[src/rtl/scct_pkg.sv]
// Shared types and constants for the sector cache clock tag engine.
`timescale 1ns / 1ps

package scct_pkg;

  // Default slot count
  localparam int unsigned SLOTS_DEF = 64;

  // Field widths
  localparam int unsigned SECTOR_W = 32;
  localparam int unsigned SLOT_W   = 6;
  localparam int unsigned KIND_W   = 3;
  localparam int unsigned IN_DATA_W  = 40;  // sector + dirty_in, padded to bytes
  localparam int unsigned OUT_DATA_W = 40;  // slot + old_sector + old_dirty, padded

  // Operation codes carried in the input tuser
  typedef enum logic [KIND_W-1:0] {
    KIND_READ  = 3'd0,
    KIND_WRITE = 3'd1,
    KIND_ADD   = 3'd2,
    KIND_EVICT = 3'd3,
    KIND_TAKE  = 3'd4
  } kind_e;

  // One tag memory word; valid flags live in flops outside the memory
  typedef struct packed {
    logic [SECTOR_W-1:0] tag;
    logic                dirty;
    logic                ref_bit;
  } entry_t;

endpackage

[src/rtl/sector_cache_clock_tags.sv]
// Tag and clock-replacement engine of a fully associative sector cache.
// Flow: an accepted word is registered, each slot's tag word is read through the registered read
// port and then evaluated, and the result is registered; a lookup miss scans all SLOTS slots.
// The tag memory is scanned one slot per cycle through its single read port; a clock sweep
// visits at most SLOTS + 1 slots. One operation is in flight at a time, so a new word is taken
// only after the last result is registered. Reset clears all valid flags, the clock hand and the
// handshake state; the tag memory is not cleared, its contents only count behind a valid flag.
`timescale 1ns / 1ps

module sector_cache_clock_tags #(
  parameter int unsigned SLOTS = scct_pkg::SLOTS_DEF
) (
  input  logic                            clk_i,
  input  logic                            rst_ni,
  // input words
  input  logic                            s_axis_tvalid,
  output logic                            s_axis_tready,
  input  logic [scct_pkg::IN_DATA_W-1:0]  s_axis_tdata,  // sector[31:0], dirty_in[32]
  input  logic [scct_pkg::KIND_W-1:0]     s_axis_tuser,  // kind[2:0]
  // result words
  output logic                            m_axis_tvalid,
  input  logic                            m_axis_tready,
  output logic [scct_pkg::OUT_DATA_W-1:0] m_axis_tdata,  // slot[5:0], old_sector[37:6],
                                                         // old_dirty[38]
  output logic                            m_axis_tuser   // found[0]
);

  localparam int unsigned AW = (SLOTS > 1) ? $clog2(SLOTS) : 1;
  localparam logic [AW-1:0] LAST = AW'(SLOTS - 1);
  localparam int unsigned RES_W = scct_pkg::SLOT_W + scct_pkg::SECTOR_W + 1;

  typedef enum logic [1:0] {
    ST_IDLE,
    ST_SCAN,
    ST_HOLD
  } state_e;

  // Control state
  state_e            state_q,   state_d;
  logic [AW-1:0]     hand_q,    hand_d;
  logic [SLOTS-1:0]  valid_q,   valid_d;
  logic              pv_q,      pv_d;
  logic              m_valid_q, m_valid_d;

  // Payload registers
  scct_pkg::kind_e                kind_q;
  logic [scct_pkg::SECTOR_W-1:0]  sector_q;
  logic                           dirty_in_q;
  logic [AW-1:0]                  ptr_q, ptr_d;
  logic [AW-1:0]                  paddr_q;
  scct_pkg::entry_t               rdata_q;
  logic [scct_pkg::OUT_DATA_W-1:0] m_data_q, hold_data_q;
  logic                           m_found_q, hold_found_q;

  // Tag memory
  scct_pkg::entry_t mem [SLOTS];
  logic             mem_we;
  logic [AW-1:0]    mem_waddr;
  scct_pkg::entry_t mem_wdata;
  logic             rd_en;

  // Evaluation of the slot whose word just came out of memory
  logic                          v;
  logic                          term;
  logic                          res_found;
  logic [AW-1:0]                 res_slot;
  logic [scct_pkg::SECTOR_W-1:0] res_sector;
  logic                          res_dirty;
  logic [AW+5:0]                 slot_ext;
  logic [scct_pkg::OUT_DATA_W-1:0] res_data;
  logic                          out_free;
  logic                          accept;
  logic [AW-1:0]                 p_next;
  logic [AW-1:0]                 ptr_inc;
  logic [AW-1:0]                 ptr_dec;

  assign accept   = s_axis_tvalid && s_axis_tready;
  assign out_free = !m_valid_q || m_axis_tready;
  assign v        = valid_q[paddr_q];
  assign p_next   = (paddr_q == LAST) ? '0 : paddr_q + AW'(1);
  assign ptr_inc  = (ptr_q == LAST) ? '0 : ptr_q + AW'(1);
  assign ptr_dec  = (ptr_q == '0) ? LAST : ptr_q - AW'(1);
  assign slot_ext = {6'b0, res_slot};

  // Result word packing
  assign res_data = {{(scct_pkg::OUT_DATA_W - RES_W){1'b0}}, res_dirty, res_sector,
                     slot_ext[5:0]};

  // Per-slot evaluation, memory write-back and flag updates
  always_comb begin
    term       = 1'b0;
    res_found  = 1'b0;
    res_slot   = '0;
    res_sector = '0;
    res_dirty  = 1'b0;
    mem_we     = 1'b0;
    mem_waddr  = paddr_q;
    mem_wdata  = rdata_q;
    valid_d    = valid_q;
    hand_d     = hand_q;
    if (state_q == ST_SCAN && pv_q) begin
      case (kind_q)
        scct_pkg::KIND_READ, scct_pkg::KIND_WRITE: begin
          if (v && rdata_q.tag == sector_q) begin
            term              = 1'b1;
            res_found         = 1'b1;
            res_slot          = paddr_q;
            mem_we            = 1'b1;
            mem_wdata.ref_bit = 1'b1;
            mem_wdata.dirty   = rdata_q.dirty || (kind_q == scct_pkg::KIND_WRITE);
          end else if (paddr_q == LAST) begin
            term = 1'b1;
          end
        end
        scct_pkg::KIND_ADD, scct_pkg::KIND_EVICT: begin
          if (v && rdata_q.ref_bit) begin
            // second chance: clear referenced and move on
            mem_we            = 1'b1;
            mem_wdata.ref_bit = 1'b0;
          end else begin
            term              = 1'b1;
            res_found         = v;
            res_slot          = paddr_q;
            res_sector        = v ? rdata_q.tag : '0;
            res_dirty         = v && rdata_q.dirty;
            valid_d[paddr_q]  = 1'b0;
            hand_d            = paddr_q;
            if (kind_q == scct_pkg::KIND_ADD) begin
              mem_we            = 1'b1;
              mem_wdata.tag     = sector_q;
              mem_wdata.dirty   = dirty_in_q;
              mem_wdata.ref_bit = 1'b1;
              valid_d[paddr_q]  = 1'b1;
              hand_d            = p_next;
            end
          end
        end
        scct_pkg::KIND_TAKE: begin
          if (v && rdata_q.dirty) begin
            term             = 1'b1;
            res_found        = 1'b1;
            res_slot         = paddr_q;
            res_sector       = rdata_q.tag;
            res_dirty        = 1'b1;
            valid_d[paddr_q] = 1'b0;
          end else if (paddr_q == '0) begin
            term = 1'b1;
          end
        end
        default: begin
          term = 1'b1;
        end
      endcase
    end
  end

  // Sequencer: start address, scan pointer, result hand-off
  always_comb begin
    state_d   = state_q;
    ptr_d     = ptr_q;
    pv_d      = pv_q;
    rd_en     = 1'b0;
    m_valid_d = m_valid_q && !m_axis_tready;
    case (state_q)
      ST_IDLE: begin
        pv_d = 1'b0;
        if (accept) begin
          state_d = ST_SCAN;
          case (scct_pkg::kind_e'(s_axis_tuser))
            scct_pkg::KIND_ADD, scct_pkg::KIND_EVICT: ptr_d = hand_q;
            scct_pkg::KIND_TAKE:                      ptr_d = LAST;
            default:                                  ptr_d = '0;
          endcase
        end
      end
      ST_SCAN: begin
        if (term) begin
          pv_d    = 1'b0;
          state_d = out_free ? ST_IDLE : ST_HOLD;
          if (out_free) begin
            m_valid_d = 1'b1;
          end
        end else begin
          rd_en = 1'b1;
          pv_d  = 1'b1;
          ptr_d = (kind_q == scct_pkg::KIND_TAKE) ? ptr_dec : ptr_inc;
        end
      end
      ST_HOLD: begin
        if (out_free) begin
          m_valid_d = 1'b1;
          state_d   = ST_IDLE;
        end
      end
      default: begin
        state_d = ST_IDLE;
      end
    endcase
  end

  assign s_axis_tready = (state_q == ST_IDLE);
  assign m_axis_tvalid = m_valid_q;
  assign m_axis_tdata  = m_data_q;
  assign m_axis_tuser  = m_found_q;

  // Control registers and registered result
  always_ff @(posedge clk_i or negedge rst_ni) begin
    if (!rst_ni) begin
      state_q   <= ST_IDLE;
      hand_q    <= '0;
      valid_q   <= '0;
      pv_q      <= 1'b0;
      m_valid_q <= 1'b0;
      m_data_q  <= '0;
      m_found_q <= 1'b0;
    end else begin
      state_q   <= state_d;
      hand_q    <= hand_d;
      valid_q   <= valid_d;
      pv_q      <= pv_d;
      m_valid_q <= m_valid_d;
      if (state_q == ST_SCAN && term && out_free) begin
        m_data_q  <= res_data;
        m_found_q <= res_found;
      end else if (state_q == ST_HOLD && out_free) begin
        m_data_q  <= hold_data_q;
        m_found_q <= hold_found_q;
      end
    end
  end

  // Payload registers
  always_ff @(posedge clk_i) begin
    ptr_q <= ptr_d;
    if (rd_en) begin
      paddr_q <= ptr_q;
    end
    if (accept) begin
      kind_q     <= scct_pkg::kind_e'(s_axis_tuser);
      sector_q   <= s_axis_tdata[scct_pkg::SECTOR_W-1:0];
      dirty_in_q <= s_axis_tdata[scct_pkg::SECTOR_W];
    end
    if (state_q == ST_SCAN && term && !out_free) begin
      hold_data_q  <= res_data;
      hold_found_q <= res_found;
    end
  end

  // Tag memory: one write port, one registered read port
  always_ff @(posedge clk_i) begin
    if (mem_we) begin
      mem[mem_waddr] <= mem_wdata;
    end
    if (rd_en) begin
      rdata_q <= mem[ptr_q];
    end
  end

endmodule
[config.mk]
export PLATFORM = sky130hd
export DESIGN_NAME = sector_cache_clock_tags
export DESIGN_NICKNAME = d
export VERILOG_FILES = /design/src/rtl/scct_pkg.sv /design/src/rtl/sector_cache_clock_tags.sv
export SDC_FILE = /design/constraint.sdc
export NUM_CORES = 2
export LEC_CHECK = 0
export BUFFER_PORTS_ARGS = -buffer_cell sky130_fd_sc_hd__buf_2
export CORE_UTILIZATION = 55
export DETAILED_ROUTE_END_ITERATION = 6
export HOLD_SLACK_MARGIN = 0.12
export PLACE_DENSITY = 0.71
export SYNTH_ARGS = -nofsm -noshare
export SYNTH_HDL_FRONTEND = slang
export SYNTH_SLANG_ARGS = --single-unit
[constraint.sdc]
create_clock -name clk_i -period 5.1 [get_ports clk_i]
set_input_delay 0.255 -clock clk_i [delete_from_list [all_inputs] [get_ports clk_i]]
set_output_delay 0.255 -clock clk_i [all_outputs]
set_load 0.05 [all_outputs]
## Yosys cells after proc, flatten, opt, wreduce, memory -nomap -nowiden

Memories as Yosys holds them, arrays and structs flattened. A register that Yosys moved wholly into a read port is not among the register bits.
Index checks and enable logic that the tools add are counted.

| word-level totals | value |
|---|---|
| output and inout port bits | 43 |
| RAM bits | 2176 |
| logic and storage cells | 142 |
| bits in registers | 203 |
| bits of input ports | 47 |
| memories | 1 |

Memory list:

| memory | words | bits a word | rd ports | clocked after memory_dff | wr ports | RTL line | source |
|---|---|---|---|---|---|---|---|
| mem | 64 | 34 | 1 | 1 | 1 | sector_cache_clock_tags.sv:56 | `scct_pkg::entry_t mem [SLOTS];` |

| cells by class | value |
|---|---|
| bitwise operators | 4 |
| add/subtract/negate cells | 3 |
| reductions and logical operators | 30 |
| magnitude comparators | 2 |
| equality and inequality tests | 18 |
| multiplexer cells | 70 |

Operators with widths:

| operator | count |
|---|---|
| $mux W64 | 3 |
| $mux W32 | 5 |
| $pmux W64 S2 | 1 |
| $mux W40 | 2 |
| $mux W34 | 2 |
| $mux W6 | 11 |
| $and A64 B64 Y64 | 1 |
| $not A64 Y64 | 1 |
| $or A64 B64 Y64 | 1 |
| $pmux W32 S2 | 1 |
| $mux W33 | 1 |
| $eq A32 B32 Y1 | 1 |
| $mux W1 | 26 |
| $pmux W6 S2 | 2 |
| $pmux W6 S3 | 1 |
| $add A6 B1 Y6 const B | 2 |
| $eq A3 B2 Y1 const B | 4 |
| $eq A6 B6 Y1 const B | 2 |
| $logic_not A6 Y1 | 2 |
| $logic_and A1 B1 Y1 | 11 |
| $mux W2 | 5 |
| $ne A2 B2 Y1 const B | 5 |
| $reduce_and A3 Y1 | 3 |
| $pmux W1 S2 | 4 |
| other kinds (21) | 30 |

## Depth between registers and ports, before layout

| depth | value |
|---|---|
| depth after elaboration | 10 |
| mapped depth | 15 |
| depth with buffers taken out | 9 |

## Least setup slack after synthesis

Ideal clock, no wire load.

| timing path | value |
|---|---|
| path type | register to register |
| from | register paddr_q[1], in the netlist mem_waddr[1] |
| to | register paddr_q[0], in the netlist mem_waddr[0] (enable) |
| data required time | 4.663 ns |
| cell stages (with the launch flop) | 14 |
| buffers on the path | 5 |
| arrival | 4.010 ns |
| path slack | 0.652 ns |
| period minus slack after synthesis | 4.448 ns |
| library setup time | 0.437 ns |
| path through | edfxtp_1 buf_6 buf_6 buf_4 and3_1 a21oi_1 o221ai_1 a211oi_2 and4_1 buf_4 o22a_1 a21oi_2 buf_2 nor2_1 |

| between the ends | value |
|---|---|
| word-level cells in the longest chain between the ends | 8 |
| elaborated cells on any way between the ends | 16 |
| classes of those cells | eq/ne: 1; mux: 11; reduce/logical: 4 |

RTL lines:

| item | RTL line | source |
|---|---|---|
| start: declaration | sector_cache_clock_tags.sv:50 | `logic [AW-1:0] paddr_q;` |
| start signal: assignment | sector_cache_clock_tags.sv:236 | `paddr_q <= ptr_q;` |
| $bmux W1 S6 | sector_cache_clock_tags.sv:79 | `assign v = valid_q[paddr_q];` |
| $mux W1 (implied by the code) | sector_cache_clock_tags.sv:79 |  |
| $logic_and A1 B1 Y1, on equally long branches | sector_cache_clock_tags.sv:139, sector_cache_clock_tags.sv:104, sector_cache_clock_tags.sv:116 |  |
| $mux W1, on equally long branches | sector_cache_clock_tags.sv:139, sector_cache_clock_tags.sv:104, sector_cache_clock_tags.sv:116 |  |
| $pmux W1 S3 * | sector_cache_clock_tags.sv:102 | `case (kind_q)` |
| $mux W1 * | sector_cache_clock_tags.sv:101 | `if (state_q == ST_SCAN && pv_q) begin` |
| $mux W1 * | sector_cache_clock_tags.sv:177 | `if (term) begin` |
| $mux W1 * | sector_cache_clock_tags.sv:164 | `case (state_q)` |

Every way passes the cells marked *; elsewhere a longest branch is shown, timed or not. The select of a mux whose other input is x is not followed.
A chain may end at the register's enable or synchronous reset.

## Final worst setup path

| timing path | value |
|---|---|
| from | register paddr_q[0], in the netlist mem_waddr[0] |
| to | register state_q[0] |

| between the ends | value |
|---|---|
| word-level cells in the longest chain between the ends | 8 |
| elaborated cells on any way between the ends | 16 |
| classes of those cells | eq/ne: 2; mux: 9; reduce/logical: 5 |

RTL lines:

| item | RTL line | source |
|---|---|---|
| $bmux W1 S6 | sector_cache_clock_tags.sv:79 |  |
| $mux W1 (implied by the code) | sector_cache_clock_tags.sv:79 |  |
| $logic_and A1 B1 Y1, on equally long branches | sector_cache_clock_tags.sv:139, sector_cache_clock_tags.sv:104, sector_cache_clock_tags.sv:116 |  |
| $mux W1, on equally long branches | sector_cache_clock_tags.sv:139, sector_cache_clock_tags.sv:104, sector_cache_clock_tags.sv:116 |  |
| $pmux W1 S3 * | sector_cache_clock_tags.sv:102 |  |
| $mux W1 * | sector_cache_clock_tags.sv:101 |  |
| $ne A2 B2 Y1 (no source line) * | n/a |  |
| $reduce_and A3 Y1 (no source line) * | n/a |  |
| end signal: assignment | sector_cache_clock_tags.sv:217 | `state_q <= state_d;` |
| end: declaration | sector_cache_clock_tags.sv:39 | `state_e state_q, state_d;` |

Marks and branches as above.

==> metrics.cfg <==
[critical_path]
r2r-start=mem_waddr[0]
start_kind=register
end_kind=register
worstPathRequired_ns=5.88
r2r_end=state_q[0]
reg2reg_slack_ns=0.21
crit_start=mem_waddr[0]
worstSetupPathType=register to register
r2r_cells=12
arrival_ns=5.67
worst-path-max-fanout=36
crit_path_end=state_q[0]

[cts]
cts.sinks=2412
cts_max_path_buffers=3
numCtsBuffers=224
clkLatencyLatePin_ns=0.87
clkTransAtPathRegs_ns=0.06
cts_tree=yes
cts_resized=0
clock_tree.root_cell=clkbuf_16
htreeDepth=4

[detailed_routing]
detail_route.iter0.violations=5496
drt-total-wl_um=216600
drtPass1Iterations=6
routed_via_density=6.564
drc=0
antenna_left=0
vias=45100
post_drt_wl_per_cell_um=31.53

[floorplanning]
num_rows=151
dieArea_um2=172600
start_util_pct=55.42
die_y_um=415.5
io_pins=90
coreArea_um2=169700
fp.dieW_um=415.5

[sta]
fin_setup_tns_ns=0
rsz0062_at_grt=no
whs_ns=0.1747
skew_ns=0.03750
slew_violations=0
max_freq_mhz=204.6
hold_viol=0
final.period_utilization_pct=95.81
setup_violations=0
setup_ws_ns=0.2135
worst_slew_margin_rel_pct=13.82
layout_min_cycle_time_ns=4.887
tightest_slew_ns=1.293

[synth]
yosys_warnings=0
synth_top_flop_cell=edfxtp_1
synthCells=4143
syn_area_per_cell_um2=22.70
synth_nets=4198
seq_area_frac_synth_pct=76.42
synth_edf_count=2298
async_flop_share_pct=4.726
ys_seq_elements=2412
syn_area_um2=94030
synth_cell_types=65

[pwr]
p_sw_mw=19.45
seq_power_share_pct=42.5
pwr-share-comb_pct=30.5
cellLeakagePower_nw=33.68
peakVddDrop_mv=0.4908
internal_power_mw=42.44
sw_frac_of_total_pct=31.43
pwr-share-clk_pct=27.0
power_density_nw_per_um2=577.5

[hold_path]
hold_path_class=input port to register
hp-start=s_axis_tdata[13]

[global_route]
grt_pass1_wl_um=316900
grt_max_degree=101
overflow=0
grtUsageTotal_pct=25.40
antenna_found_initial=13
first_global_vias=46020

[layout]
fin_util_pct=63.17
drive_gt1_share_pct=31.79
finish.net_count=4515
final_common_cell=edfxtp_1
area_growth_pct=13.98
final_cell_mix=2298 x edfxtp_1, 719 x mux4_2, 227 x clkbuf_16
antenna_cells=0

[placement]
place.gp.congestion=0.8284
io_buffers=81
pre_cts_ws_ns=0.8379
dp_hpwl_um=121600

[flow_run]
max_cap_violations=0

[outcome]
status=completed

==> cell usage after synthesis (all sizes together) (3+ instances only) <==
master  number  share of area (%)
edfxtp    2298                 73
mux4       719                 17
clkbuf     188               0.75
dfrtp      114                3.0
a21oi      108               0.58
nor2       101               0.40
buf         82               0.39
mux2        63               0.75
nor4        59               0.39
nand2       47               0.19
o31ai       40               0.32
a211oi      39               0.32
o41ai       39               0.36
and2        37               0.25
xnor2       32               0.30
nor2b       16               0.11
nand4       15               0.10
nand2b      12              0.080
o21ai       12              0.064
inv         10              0.040
nor3        10              0.065
a22oi        8              0.064
and3         8              0.053
ha           8               0.11
nand3        7              0.037
o32a         6              0.064
or3          6              0.040
mux2i        5              0.053
xor2         5              0.047
o221ai       4              0.037
o22a         4              0.037
a21boi       3              0.024
a221oi       3              0.028
a311oi       3              0.028
a31oi        3              0.020
a32oi        3              0.028
o22ai        3              0.020
==> metal layers <==
layer | up-vias | share of wire [%] | GRT usage [%]
met3 | 288 | 8.3 | 3.766
met1 | 24230 | 39 | 35.80
met4 | 0 | 2.2 | 6.554
met5 | - | 0 | 0
met2 | 2211 | 51 | 42.17
li1 | 18370 | - | -
==> layout make-up <==
type	instances	area, um2
multi-input combinational	1451	21630
clock inverter	154	1540
tap	2218	2775
fill	10910	62490
inverter	10	37.54
timing repair buffer	361	3493
clock buffer	264	5839
sequential	2412	71860
==> stage by stage <==
stage	instances	power, mW	area (um2)
floorplan	4143	38.75	94030
global placement	6381	44.94	99070
detailed placement	6381	45.35	99070
CTS	6870	62.08	107200
global route	6870	63.94	107200
finish	6870	61.89	107200
==> flip-flops by register name (all words and copies together), names as in the netlist, 2 cells and up, named ones only <==
name,count
m_axis_tdata,39
kind_q,3
sector_q,32
hold_data_q,39
ptr_q,6
mem,2176
rdata_q,34
state_q,2
hand_q,6
mem_waddr,6
==> critical path, cell delays in order (launching register included) <==
cell and delay [ns]:
edfxtp_1 0.93, inv_2 0.32, mux4_2 0.51, a21oi_1 0.25, a21oi_1 0.12, and4_1 0.25
buf_4 0.19, o22ai_4 0.22, buf_4 0.46, o311ai_0 0.20, dlygate4sd3_1 0.62, a22oi_1 0.15
dlygate4sd3_1 0.57
==> kinds of logic after synthesis <==
family	after synthesis	synth area share, %
AOI/OAI and AO/OA	291	2.122
xor gates and xnor gates	37	0.3446
adders and majority gates	8	0.1065
buffers and inverters	280	1.182
DFF	2412	76.42
muxes	787	18.03
other	1	0.003988
and+or+nand+nor	327	1.787
==> power by group through the flow <==
| stage | clock network [mW] | logic [mW] | registers (mW) |
|---|---|---|---|
| 5_1_grt | 17.7 | 20.0 | 26.3 |
| 3_5_place_dp | 0 | 18.7 | 26.7 |
| 3_3_place_gp | 0 | 18.3 | 26.6 |
| 4_1_cts | 17.0 | 18.9 | 26.2 |
| 6_report | 16.7 | 18.9 | 26.3 |
| 2_1_floorplan | 0 | 12.1 | 26.7 |
==> how the worst min path moves through the flow <==
stage	slack [ns]	to	cells after the start
after floorplan	-0.04	async pin	0
after global placement	0.33	async pin	1
after detailed placement	0.35	async pin	1
after CTS	0.12	sector_q[10]	2
after global routing	0.17	sector_q[10]	2
final	0.17	sector_q[13]	2
==> repair_timing <==
action                    4_1_cts  5_1_grt
hold endpoints to repair      138        0
setup buffers                   0        0
hold buffers                   71        0
(Power assumes the default switching activity.)
